<file path="src/rtl/nota_pkg.sv">
// ----------------------------------------------------------------------------
// nota_pkg
// Shared types, constants and small tables for the nematic order tensor
// accumulator: payload structs, register indexes and the divider interface.
// ----------------------------------------------------------------------------
package nota_pkg;

   localparam int POS_W     = 32;
   localparam int TYPE_W    = 8;
   localparam int Q_W       = 32;
   localparam int SUM_W     = 48;
   localparam int MAG_W     = 30;
   localparam int PROD_W    = 2 * MAG_W;
   localparam int REM_W     = PROD_W + 2;
   localparam int DVD_W     = SUM_W + 1;
   localparam int QUO_W     = 32;
   localparam int STEP_W    = 6;
   localparam int MAX_MOLECULES = 65536;
   localparam int CNT_W     = 17;

   localparam logic [STEP_W-1:0] RATIO_STEPS = STEP_W'(QUO_W);
   localparam logic [STEP_W-1:0] AVG_STEPS   = STEP_W'(DVD_W);
   localparam logic [CNT_W-1:0]  MAX_COUNT   = CNT_W'(MAX_MOLECULES);
   localparam logic signed [SUM_W-1:0] ONE_THIRD_Q30 = SUM_W'(357913941);

   // Register indexes of the configuration port.
   localparam logic REG_MESOGEN_TYPE       = 1'b0;
   localparam logic REG_SITES_PER_MOLECULE = 1'b1;

   localparam logic [7:0] MESOGEN_RESET = 8'd1;
   localparam logic [7:0] GROUP_RESET   = 8'd2;

   typedef struct packed {
      logic [TYPE_W-1:0]        site_type;
      logic signed [POS_W-1:0]  pos_x;
      logic signed [POS_W-1:0]  pos_y;
      logic signed [POS_W-1:0]  pos_z;
      logic                     last_in_frame;
   } req_type;

   typedef struct packed {
      logic signed [Q_W-1:0] q_xx;
      logic signed [Q_W-1:0] q_xy;
      logic signed [Q_W-1:0] q_xz;
      logic signed [Q_W-1:0] q_yy;
      logic signed [Q_W-1:0] q_yz;
      logic signed [Q_W-1:0] q_zz;
      logic [CNT_W-1:0]      molecule_count;
      logic                  bad_site_count;
      logic                  zero_length_seen;
   } rsp_type;

   typedef struct packed {
      logic              start;
      logic [REM_W-1:0]  rem_init;
      logic [DVD_W-1:0]  dividend;
      logic [REM_W-1:0]  divisor;
      logic [STEP_W-1:0] steps;
   } div_req_type;

   typedef struct packed {
      logic              busy;
      logic              done;
      logic [QUO_W-1:0]  quotient;
   } div_rsp_type;

   // Axis pairs of the six unique tensor components.
   function automatic logic [1:0] pair_a(input logic [2:0] j);
      logic [1:0] r;
      case (j)
         3'd0, 3'd1, 3'd2: r = 2'd0;
         3'd3, 3'd4:       r = 2'd1;
         default:          r = 2'd2;
      endcase
      return r;
   endfunction

   function automatic logic [1:0] pair_b(input logic [2:0] j);
      logic [1:0] r;
      case (j)
         3'd0:       r = 2'd0;
         3'd1, 3'd3: r = 2'd1;
         default:    r = 2'd2;
      endcase
      return r;
   endfunction

endpackage

</file>
<file path="src/rtl/nota_serdiv.sv">
// ----------------------------------------------------------------------------
// nota_serdiv
// Bit-serial restoring divider: one quotient bit per cycle. The remainder
// starts from a preset value and the dividend is shifted in MSB first.
// ----------------------------------------------------------------------------
module nota_serdiv (
   input  logic                  clock,
   input  logic                  reset,
   input  nota_pkg::div_req_type req,
   output nota_pkg::div_rsp_type rsp
);

   logic [nota_pkg::REM_W-1:0]  rem_ff, rem_in;
   logic [nota_pkg::REM_W-1:0]  den_ff, den_in;
   logic [nota_pkg::DVD_W-1:0]  dvd_ff, dvd_in;
   logic [nota_pkg::QUO_W-1:0]  quo_ff, quo_in;
   logic [nota_pkg::STEP_W-1:0] cnt_ff, cnt_in;
   logic                        busy_ff, busy_in;
   logic                        done_ff, done_in;
   logic [nota_pkg::REM_W:0]    trial;
   logic [nota_pkg::REM_W:0]    diff;
   logic                        fits;

   always_comb begin
      trial = {rem_ff, dvd_ff[nota_pkg::DVD_W-1]};
      diff  = trial - {1'b0, den_ff};
      fits  = trial >= {1'b0, den_ff};
      rem_in  = rem_ff;
      den_in  = den_ff;
      dvd_in  = dvd_ff;
      quo_in  = quo_ff;
      cnt_in  = cnt_ff;
      busy_in = busy_ff;
      done_in = 1'b0;
      if (req.start) begin
         rem_in  = req.rem_init;
         den_in  = req.divisor;
         dvd_in  = req.dividend;
         quo_in  = '0;
         cnt_in  = req.steps;
         busy_in = 1'b1;
      end else if (busy_ff) begin
         // The remainder stays below the divisor, so it fits back in REM_W bits.
         rem_in = fits ? diff[nota_pkg::REM_W-1:0] : trial[nota_pkg::REM_W-1:0];
         dvd_in = {dvd_ff[nota_pkg::DVD_W-2:0], 1'b0};
         quo_in = {quo_ff[nota_pkg::QUO_W-2:0], fits};
         cnt_in = cnt_ff - 1'b1;
         if (cnt_ff == nota_pkg::STEP_W'(1)) begin
            busy_in = 1'b0;
            done_in = 1'b1;
         end
      end
   end

   always_ff @(posedge clock) begin
      rem_ff <= rem_in;
      den_ff <= den_in;
      dvd_ff <= dvd_in;
      quo_ff <= quo_in;
      cnt_ff <= cnt_in;
      if (reset) begin
         busy_ff <= 1'b0;
         done_ff <= 1'b0;
      end else begin
         busy_ff <= busy_in;
         done_ff <= done_in;
      end
   end

   assign rsp.busy     = busy_ff;
   assign rsp.done     = done_ff;
   assign rsp.quotient = quo_ff;

endmodule
</file>
<file path="config.mk">
export PLATFORM = sky130hd
export DESIGN_NAME = nota_serdiv
export DESIGN_NICKNAME = d
export VERILOG_FILES = /design/src/rtl/nota_pkg.sv /design/src/rtl/nota_serdiv.sv
export SDC_FILE = /design/constraint.sdc
export NUM_CORES = 1
export LEC_CHECK = 0
export BUFFER_PORTS_ARGS = -buffer_cell sky130_fd_sc_hd__buf_2
export CORE_MARGIN = 4
export CORE_UTILIZATION = 45
export CTS_CLUSTER_SIZE = 40
export DETAILED_ROUTE_END_ITERATION = 10
export GPL_TIMING_DRIVEN = 0
export PLACE_DENSITY_LB_ADDON = 0.12
export RECOVER_POWER = 50
export SYNTH_ARGS = -nofsm -noshare
export SYNTH_HDL_FRONTEND = slang
export SYNTH_SLANG_ARGS = --single-unit
</file>
<file path="constraint.sdc">
create_clock -name clock -period 3 [get_ports clock]
set_clock_uncertainty 0.15 [all_clocks]
set_input_delay 0.3 -clock clock [delete_from_list [all_inputs] [get_ports clock]]
set_output_delay 0.3 -clock clock [all_outputs]
set_load 0.03 [all_outputs]
</file>
==> flow_results.xml, run 1 <==
<?xml version="1.0" encoding="UTF-8"?>
<metrics>
  <group name="status">
    <metric name="outcome" unit="">finished, violations left</metric>
    <metric name="violations" unit="">negative setup slack</metric>
  </group>
  <group name="synth">
    <metric name="cell_types_with_the_highest_counts_after_synthesis" unit="">sky130_fd_sc_hd__edfxtp_1 (179), sky130_fd_sc_hd__nand2_1 (140), sky130_fd_sc_hd__nor2_1 (123)</metric>
    <metric name="ys_async_sr_fraction" unit="%">0</metric>
    <metric name="syn-num-nets" unit="">1535</metric>
    <metric name="ys.flop_type" unit="">sky130_fd_sc_hd__edfxtp_1</metric>
    <metric name="post_synth_inst_count" unit="">1288</metric>
    <metric name="post_synth_instance_area" unit="mm^2">0.0128</metric>
    <metric name="post_synthesis_sequential_element_count" unit="">213</metric>
    <metric name="synth_top_area_cell" unit="">sky130_fd_sc_hd__edfxtp_1</metric>
    <metric name="unique_masters_post_synth" unit="">72</metric>
    <metric name="yosysMostFrequentCell" unit="">sky130_fd_sc_hd__edfxtp_1</metric>
    <metric name="yosysSeqAreaShare" unit="%">47.3</metric>
    <metric name="yosys-top-cells-area" unit="">sky130_fd_sc_hd__edfxtp_1 (42%), sky130_fd_sc_hd__ha_1 (6.3%), sky130_fd_sc_hd__dfxtp_1 (5.3%)</metric>
    <metric name="yosysWarnings" unit="">0</metric>
    <metric name="synth-edff-count" unit="">179</metric>
    <metric name="syn_avg_cell_area" unit="um^2">9.94</metric>
    <metric name="synthDominantCellAreaShare" unit="%">42.0</metric>
  </group>
  <group name="critical_path">
    <metric name="cp_data_required_time" unit="ns">3.15</metric>
    <metric name="cp.buffers_inverters" unit="">2</metric>
    <metric name="crit_type" unit="">reg2reg</metric>
    <metric name="crit_arrival" unit="ns">3.76</metric>
    <metric name="crit_family" unit="">compound AO/OA/AOI/OAI gates</metric>
    <metric name="crit_path_start_kind" unit="">flip-flop</metric>
    <metric name="crit_path_max_fanout" unit="">8</metric>
    <metric name="critPathCaptureType" unit="">flip-flop</metric>
    <metric name="critical_path.cell_chain" unit="">ha_1, buf_6, a21oi_2, o21ai_2, nor2b_1, or4b_4, o211ai_4, a211o_1, and2_4, buf_12, nor2_4, a221o_1</metric>
    <metric name="slowest_stage_cell_cp" unit="">sky130_fd_sc_hd__or4b_4</metric>
    <metric name="cp_slowest_stage_delay" unit="ns">0.59</metric>
  </group>
  <group name="clock_network">
    <metric name="worstSkewPairLatency" unit="ns">0.56</metric>
    <metric name="max-clock-path-buffers" unit="">3</metric>
    <metric name="clk_pin_slew" unit="ns">0.06</metric>
    <metric name="clock_tree_from_tritoncts" unit="">yes</metric>
    <metric name="clk_root_buffer_cell" unit="">sky130_fd_sc_hd__clkbuf_16</metric>
    <metric name="cts_htree_levels" unit="">1</metric>
    <metric name="cts-buffers-inserted" unit="">26</metric>
    <metric name="clock-sinks" unit="">213</metric>
  </group>
  <group name="global_routing">
    <metric name="largest_net_degree_at_the_start_of_global_routing" unit="">66</metric>
    <metric name="global_route_wire_length_before_repair" unit="um">63000</metric>
    <metric name="grtUsageTotal" unit="%">25.1</metric>
    <metric name="grt_antenna_before_repair" unit="">5</metric>
    <metric name="globalRouteOverflowTotal" unit="">0</metric>
    <metric name="number_of_global_route_vias_before_repair" unit="">12100</metric>
  </group>
  <group name="timing">
    <metric name="final.setup.tns" unit="ns">-45.46</metric>
    <metric name="transition_time_at_the_pin_with_the_least_slew_margin" unit="ns">0.992</metric>
    <metric name="report.final.setup_viol" unit="">115</metric>
    <metric name="period_needed" unit="ns">3.62</metric>
    <metric name="timing_max_transition_violations_final" unit="">0</metric>
    <metric name="slew_headroom" unit="%">33.8</metric>
    <metric name="fin_ws" unit="ns">-0.616</metric>
    <metric name="rsz0062_at_grt" unit="">yes</metric>
    <metric name="finalHoldViolations" unit="">0</metric>
    <metric name="worst_hold_slack_across_all_endpoints" unit="ns">0.0210</metric>
    <metric name="max_clock_freq" unit="MHz">277</metric>
    <metric name="final.period_utilization" unit="%">121</metric>
  </group>
  <group name="power_and_ir_drop">
    <metric name="netSwitchingPower" unit="mW">4.48</metric>
    <metric name="power.clock.fraction" unit="%">25.2</metric>
    <metric name="internal_power" unit="mW">8.14</metric>
    <metric name="report.power.total" unit="mW">12.6</metric>
    <metric name="p_leak" unit="nW">7.63</metric>
    <metric name="vdd_ir_drop_max" unit="mV">0.482</metric>
    <metric name="powerDensity" unit="mW/mm^2">680</metric>
    <metric name="p_sw_share" unit="%">35.5</metric>
    <metric name="sequentialPowerShare" unit="%">31.1</metric>
    <metric name="combinationalPowerShare" unit="%">43.8</metric>
  </group>
  <group name="layout">
    <metric name="final_layout_size_suffix_gt1_share" unit="%">28.3</metric>
    <metric name="layout.filler_cells" unit="">2311</metric>
    <metric name="final_net_count" unit="">2012</metric>
    <metric name="design_area" unit="mm^2">0.0186</metric>
    <metric name="finalNonFillerCells" unit="">2166</metric>
    <metric name="utilization" unit="%">66.5</metric>
    <metric name="area_growth" unit="%">45.0</metric>
  </group>
  <group name="route">
    <metric name="detailedRoute.firstPassIterationCount" unit="">5</metric>
    <metric name="drt-wirelength-per-cell" unit="um">18.9</metric>
    <metric name="detail-route-antenna-nets" unit="">0</metric>
    <metric name="drt_iter0_markers" unit="">744</metric>
    <metric name="post_drt_via_cell_ratio" unit="">5.48</metric>
    <metric name="drt-total-wl" unit="um">41000</metric>
    <metric name="routed-via-count" unit="">11900</metric>
    <metric name="detail_route.drc_violations" unit="">0</metric>
  </group>
  <group name="job">
    <metric name="maxCapViolCount" unit="">0</metric>
  </group>
  <group name="placed_design">
    <metric name="detailedPlacementHpwl" unit="um">27000</metric>
    <metric name="postPlaceCellArea" unit="mm^2">0.0145</metric>
    <metric name="dp_worst_setup_slack" unit="ns">-1.12</metric>
    <metric name="post-place-cells" unit="">1883</metric>
    <metric name="placement.io_buffers" unit="">215</metric>
    <metric name="place.gp.congestion" unit="">0.922</metric>
  </group>
  <group name="floorplan">
    <metric name="die-height" unit="um">177</metric>
    <metric name="initial_utilization" unit="%">45.8</metric>
    <metric name="core_region_area" unit="mm^2">0.0279</metric>
    <metric name="placementRows" unit="">61</metric>
    <metric name="floorplan.die.width" unit="um">177</metric>
    <metric name="floorplan.die_area" unit="mm^2">0.0312</metric>
    <metric name="num_io_pins" unit="">216</metric>
  </group>
  <group name="worst_hold_path">
    <metric name="holdCritPathClass" unit="">in2reg</metric>
  </group>
</metrics>
## power by group through the flow
| stage | clock network [mW] | registers [mW] | logic (mW) |
|---|---|---|---|
| after floorplan | 0 | 3.88 | 3.05 |
| after global placement | 0 | 3.95 | 4.06 |
| after detailed placement | 0 | 3.95 | 4.10 |
| after CTS | 3.25 | 3.91 | 4.86 |
| after global routing | 3.36 | 3.96 | 5.99 |
| final | 3.18 | 3.93 | 5.53 |
## layer usage
| metal | vias to the layer above | GRT usage, % | wire length [um] |
|---|---|---|---|
| met5 | - | 0 | 0 |
| met2 | 408 | 42.1 | 19600 |
| li1 | 5691 | - | - |
| met3 | 95 | 4.36 | 2370 |
| met4 | 0 | 8.35 | 1450 |
| met1 | 5668 | 33.0 | 17600 |
## sequential cells by signal (all words and copies together), names as in the netlist
name,flops
den_ff,62
rem_ff,62
dvd_ff,49
quo_ff,32
cnt_ff,6
busy_ff,1
done_ff,1
## cell usage in the layout (no fill, tap or decap), types with 28 or more instances in the layout
cell type                         n
sky130_fd_sc_hd__a21oi_1         65
sky130_fd_sc_hd__buf_4           61
sky130_fd_sc_hd__buf_2          181
sky130_fd_sc_hd__inv_1           81
sky130_fd_sc_hd__dlygate4sd3_1  176
sky130_fd_sc_hd__ha_1            42
sky130_fd_sc_hd__mux2i_1         34
sky130_fd_sc_hd__a31oi_1         34
sky130_fd_sc_hd__edfxtp_1       179
sky130_fd_sc_hd__clkbuf_16       28
sky130_fd_sc_hd__dfxtp_1         34
sky130_fd_sc_hd__nor2_1         119
sky130_fd_sc_hd__nand2_1        129
sky130_fd_sc_hd__o21ai_0         47
sky130_fd_sc_hd__mux2_2          50
sky130_fd_sc_hd__clkbuf_1        64
## tightest hold or removal path, stage by stage
cell                        delay (ns)
sky130_fd_sc_hd__buf_2            0.10
sky130_fd_sc_hd__o2bb2ai_2        0.06
sky130_fd_sc_hd__nor3_2           0.12
## path summary, 6_finish.rpt
check        slack, ns  depth (start not counted)    endpoint        from
max              -0.62                         12  rem_ff[49]  rem_ff[21]
min               0.02                          3  rem_ff[41]    req[158]
max reg2reg      -0.62                         12  rem_ff[49]  rem_ff[21]
min reg2reg       0.37                          2   quo_ff[9]   quo_ff[9]
## layout make-up
class,instances,area [um^2],share of cell area (%)
Clock inverter,8,92.6,0.499
Inverter,82,308,1.66
Multi-Input combinational cell,918,6860,37.0
Tap cell,378,473,2.55
Buffer,62,487,2.62
Sequential cell,213,6060,32.6
Antenna cell,6,15.0,0.0809
Timing Repair Buffer,462,3480,18.8
Clock buffer,37,785,4.23
## timing repair
| item | 4_1_cts | 5_1_grt |
|---|---|---|
| endpoints found under the hold margin | 177 | 0 |
| cloned | 3 | 0 |
| setup endpoints to repair | 159 | 115 |
| hold buffers | 176 | 0 |
| gates resized for setup | 102 | 107 |
| pin swaps | 25 | 42 |
| setup buffers | 30 | 37 |
## kinds of logic after synthesis
kind of cell | count (synthesis) | share of synthesized area (%)
AO/OA/AOI/OAI | 311 | 16.0
XOR/XNOR | 46 | 3.15
adder cells (fa/ha/maj) | 65 | 6.41
buffers and inverters | 157 | 5.08
flip-flops | 213 | 47.3
multiplexers | 85 | 7.14
AND/OR/NAND/NOR | 411 | 15.0
No activity file was read; power rests on OpenSTA's default activity.
==> run 2, diff against run 1 <==
--- a/config.mk
+++ b/config.mk
@@ -13,6 +13,7 @@
 export GPL_TIMING_DRIVEN = 0
 export PLACE_DENSITY_LB_ADDON = 0.12
 export RECOVER_POWER = 50
+export SLEW_MARGIN = 20
 export SYNTH_ARGS = -nofsm -noshare
 export SYNTH_HDL_FRONTEND = slang
 export SYNTH_SLANG_ARGS = --single-unit
==> constraint.sdc (replaced) <==
create_clock -name clock -period 4.6 [get_ports clock]
set_clock_uncertainty 0.15 [all_clocks]
set_input_delay 0.46 -clock clock [delete_from_list [all_inputs] [get_ports clock]]
set_output_delay 0.46 -clock clock [all_outputs]
set_load 0.02 [all_outputs]
==> flow_results.xml, run 2 (synthesis gave the netlist of run 1 again) <==
<?xml version="1.0" encoding="UTF-8"?>
<metrics>
  <group name="global_routing">
    <metric name="largest_net_degree_at_the_start_of_global_routing" unit="">53</metric>
    <metric name="globalRouteOverflowTotal" unit="">0</metric>
    <metric name="grt_antenna_before_repair" unit="">7</metric>
    <metric name="number_of_global_route_vias_before_repair" unit="">11000</metric>
    <metric name="global_route_wire_length_before_repair" unit="um">59200</metric>
    <metric name="grtUsageTotal" unit="%">23.8</metric>
  </group>
  <group name="placed_design">
    <metric name="placement.io_buffers" unit="">215</metric>
    <metric name="dp_worst_setup_slack" unit="ns">0.346</metric>
    <metric name="place.gp.congestion" unit="">0.924</metric>
    <metric name="detailedPlacementHpwl" unit="um">28000</metric>
  </group>
  <group name="critical_path">
    <metric name="r2r_end" unit="">rem_ff[52]</metric>
    <metric name="rr_startpoint" unit="">rem_ff[3]</metric>
    <metric name="timing.reg2reg.setup_slack" unit="ns">0.22</metric>
    <metric name="slowest_stage_cell_cp" unit="">sky130_fd_sc_hd__a211oi_2</metric>
    <metric name="critical_path.cell_chain" unit="">ha_1, nand2_1, a211oi_2, o311ai_1, a211oi_2, o211ai_2, a211o_1, nand2_1, buf_2, buf_2, nand3_1, a2bb2oi_1</metric>
    <metric name="cp_data_required_time" unit="ns">4.84</metric>
    <metric name="cp_slowest_stage_delay" unit="ns">0.48</metric>
    <metric name="crit_type" unit="">reg2reg</metric>
    <metric name="crit_arrival" unit="ns">4.61</metric>
    <metric name="crit_path_max_fanout" unit="">10</metric>
    <metric name="crit_path_start_kind" unit="">flip-flop</metric>
    <metric name="rr_worst_depth" unit="">12</metric>
    <metric name="critPathCaptureType" unit="">flip-flop</metric>
  </group>
  <group name="floorplan">
    <metric name="floorplan.die_area" unit="mm^2">0.0312</metric>
    <metric name="die-height" unit="um">177</metric>
    <metric name="num_io_pins" unit="">216</metric>
    <metric name="placementRows" unit="">61</metric>
    <metric name="initial_utilization" unit="%">45.8</metric>
    <metric name="floorplan.die.width" unit="um">177</metric>
    <metric name="core_region_area" unit="mm^2">0.0279</metric>
  </group>
  <group name="worst_hold_path">
    <metric name="min_path_cells" unit="">3</metric>
    <metric name="hold_start" unit="">req[2]</metric>
    <metric name="holdCritPathClass" unit="">in2reg</metric>
    <metric name="hold_end" unit="">cnt_ff[2]</metric>
  </group>
  <group name="timing">
    <metric name="worst_hold_slack_across_all_endpoints" unit="ns">0.0465</metric>
    <metric name="rsz0062_at_grt" unit="">no</metric>
    <metric name="fin_ws" unit="ns">0.222</metric>
    <metric name="timing_max_transition_violations_final" unit="">29</metric>
    <metric name="slew_headroom" unit="%">-21.6</metric>
    <metric name="report.final.setup_viol" unit="">0</metric>
    <metric name="final.setup.tns" unit="ns">0</metric>
    <metric name="max_clock_freq" unit="MHz">228</metric>
    <metric name="finalHoldViolations" unit="">0</metric>
    <metric name="period_needed" unit="ns">4.38</metric>
    <metric name="transition_time_at_the_pin_with_the_least_slew_margin" unit="ns">1.82</metric>
    <metric name="final.period_utilization" unit="%">95.2</metric>
  </group>
  <group name="layout">
    <metric name="area_growth" unit="%">23.3</metric>
    <metric name="layout.filler_cells" unit="">2636</metric>
    <metric name="leading_cell_type_in_the_layout_fill_and_taps_excluded" unit="">sky130_fd_sc_hd__buf_2</metric>
    <metric name="utilization" unit="%">56.5</metric>
    <metric name="ff_latch_area" unit="mm^2">0.00606</metric>
    <metric name="final_layout_size_suffix_gt1_share" unit="%">19.1</metric>
    <metric name="layout.cells.most_common_list" unit="">sky130_fd_sc_hd__buf_2 (196), sky130_fd_sc_hd__edfxtp_1 (179), sky130_fd_sc_hd__nand2_1 (140)</metric>
    <metric name="top_regs" unit="">den_ff x62, rem_ff x62, dvd_ff x49</metric>
    <metric name="final_net_count" unit="">1843</metric>
    <metric name="multiInputGateArea" unit="mm^2">0.00610</metric>
  </group>
  <group name="route">
    <metric name="post_drt_via_cell_ratio" unit="">5.52</metric>
    <metric name="detailedRoute.firstPassIterationCount" unit="">5</metric>
    <metric name="drt-wirelength-per-cell" unit="um">19.1</metric>
    <metric name="drt_iter0_markers" unit="">783</metric>
    <metric name="drt-total-wl" unit="um">38100</metric>
    <metric name="routed-via-count" unit="">11000</metric>
    <metric name="detail-route-antenna-nets" unit="">0</metric>
    <metric name="detail_route.drc_violations" unit="">0</metric>
  </group>
  <group name="clock_network">
    <metric name="clk_root_buffer_cell" unit="">sky130_fd_sc_hd__clkbuf_16</metric>
    <metric name="clk_pin_slew" unit="ns">0.06</metric>
    <metric name="worstSkewPairLatency" unit="ns">0.54</metric>
    <metric name="cts-buffers-inserted" unit="">25</metric>
    <metric name="clock_tree_from_tritoncts" unit="">yes</metric>
    <metric name="max-clock-path-buffers" unit="">3</metric>
    <metric name="clock-sinks" unit="">213</metric>
    <metric name="cts_htree_levels" unit="">1</metric>
  </group>
  <group name="job">
    <metric name="maxCapViolCount" unit="">1</metric>
  </group>
  <group name="power_and_ir_drop">
    <metric name="powerDensity" unit="mW/mm^2">455</metric>
    <metric name="p_leak" unit="nW">6.57</metric>
    <metric name="report.power.total" unit="mW">7.18</metric>
    <metric name="vdd_ir_drop_max" unit="mV">0.264</metric>
  </group>
  <group name="status">
    <metric name="outcome" unit="">finished, violations left</metric>
    <metric name="violations" unit="">max-capacitance violations, max-slew violations</metric>
  </group>
</metrics>
-- run 2: cell count changes in the layout (fill, tap and decap cells not counted), sizes merged --
cell / before / now
buf: 284 / 212
clkinv: 7 / 13
diode: 6 / 1
bufinv: 1 / 2
inv: 82 / 83
clkbuf: 101 / 110
dlygate4sd3: 176 / 63
-- run 2: critical path: cells and delay by family (launching register included) --
family                   cells  cell delay [ns]
buffers and inverters        2             0.78
AO/OA/AOI/OAI                6             1.95
AND/OR/NAND/NOR              3             0.58
adder cells (fa/ha/maj)      1             0.37
flip-flops                   1             0.40
-- run 2: worst max-delay path by stage --
| stage | startpoint | endpoint | cells after the start |
|---|---|---|---|
| global placement | req[179] | rem_ff[14] | 4 |
| finish | rem_ff[3] | rem_ff[52] | 12 |
| global route | rem_ff[3] | rem_ff[52] | 12 |
| CTS | rem_ff[25] | rem_ff[52] | 13 |
| floorplan | rem_ff[33] | rem_ff[57] | 11 |
| detailed placement | rem_ff[25] | rem_ff[52] | 13 |
-- run 2: repair_timing --
action,in CTS,in global routing
hold buffers,63,0
hold endpoints to repair,64,0
setup buffers,0,0
resized for setup,0,0
-- run 2: cell type report --
| type | instances | area share, % |
|---|---|---|
| multi-input cells | 918 | 38.6 |
| flip-flops and latches | 213 | 38.4 |
| repair buffers | 281 | 10.9 |
| clock buffers | 29 | 4.06 |
| well taps | 378 | 3.00 |
| plain buffers | 75 | 2.17 |
| inverters | 82 | 1.95 |
| clock inverters | 16 | 0.848 |
| diodes | 1 | 0.0159 |
-- run 2: metrics by stage --
| step | area (um^2) | std cells |
|---|---|---|
| floorplan | 12800 | 1288 |
| global placement | 14400 | 1881 |
| detailed placement | 14400 | 1884 |
| CTS | 15800 | 1992 |
| global route | 15800 | 1993 |
| finish | 15800 | 1993 |
-- run 2: metal layers --
| metal | track usage, % | wire length [um] |
|---|---|---|
| met1 | 32.2 | 16600 |
| met2 | 38.6 | 17200 |
| met3 | 5.77 | 3120 |
| met4 | 6.32 | 1120 |
| met5 | 0 | 61 |
-- run 2: report_power, final --
group          internal (mW)  switching [mW]
sequential              2.41           0.126
combinational           1.08            1.65
clock                   1.11           0.801
total                   4.60            2.58
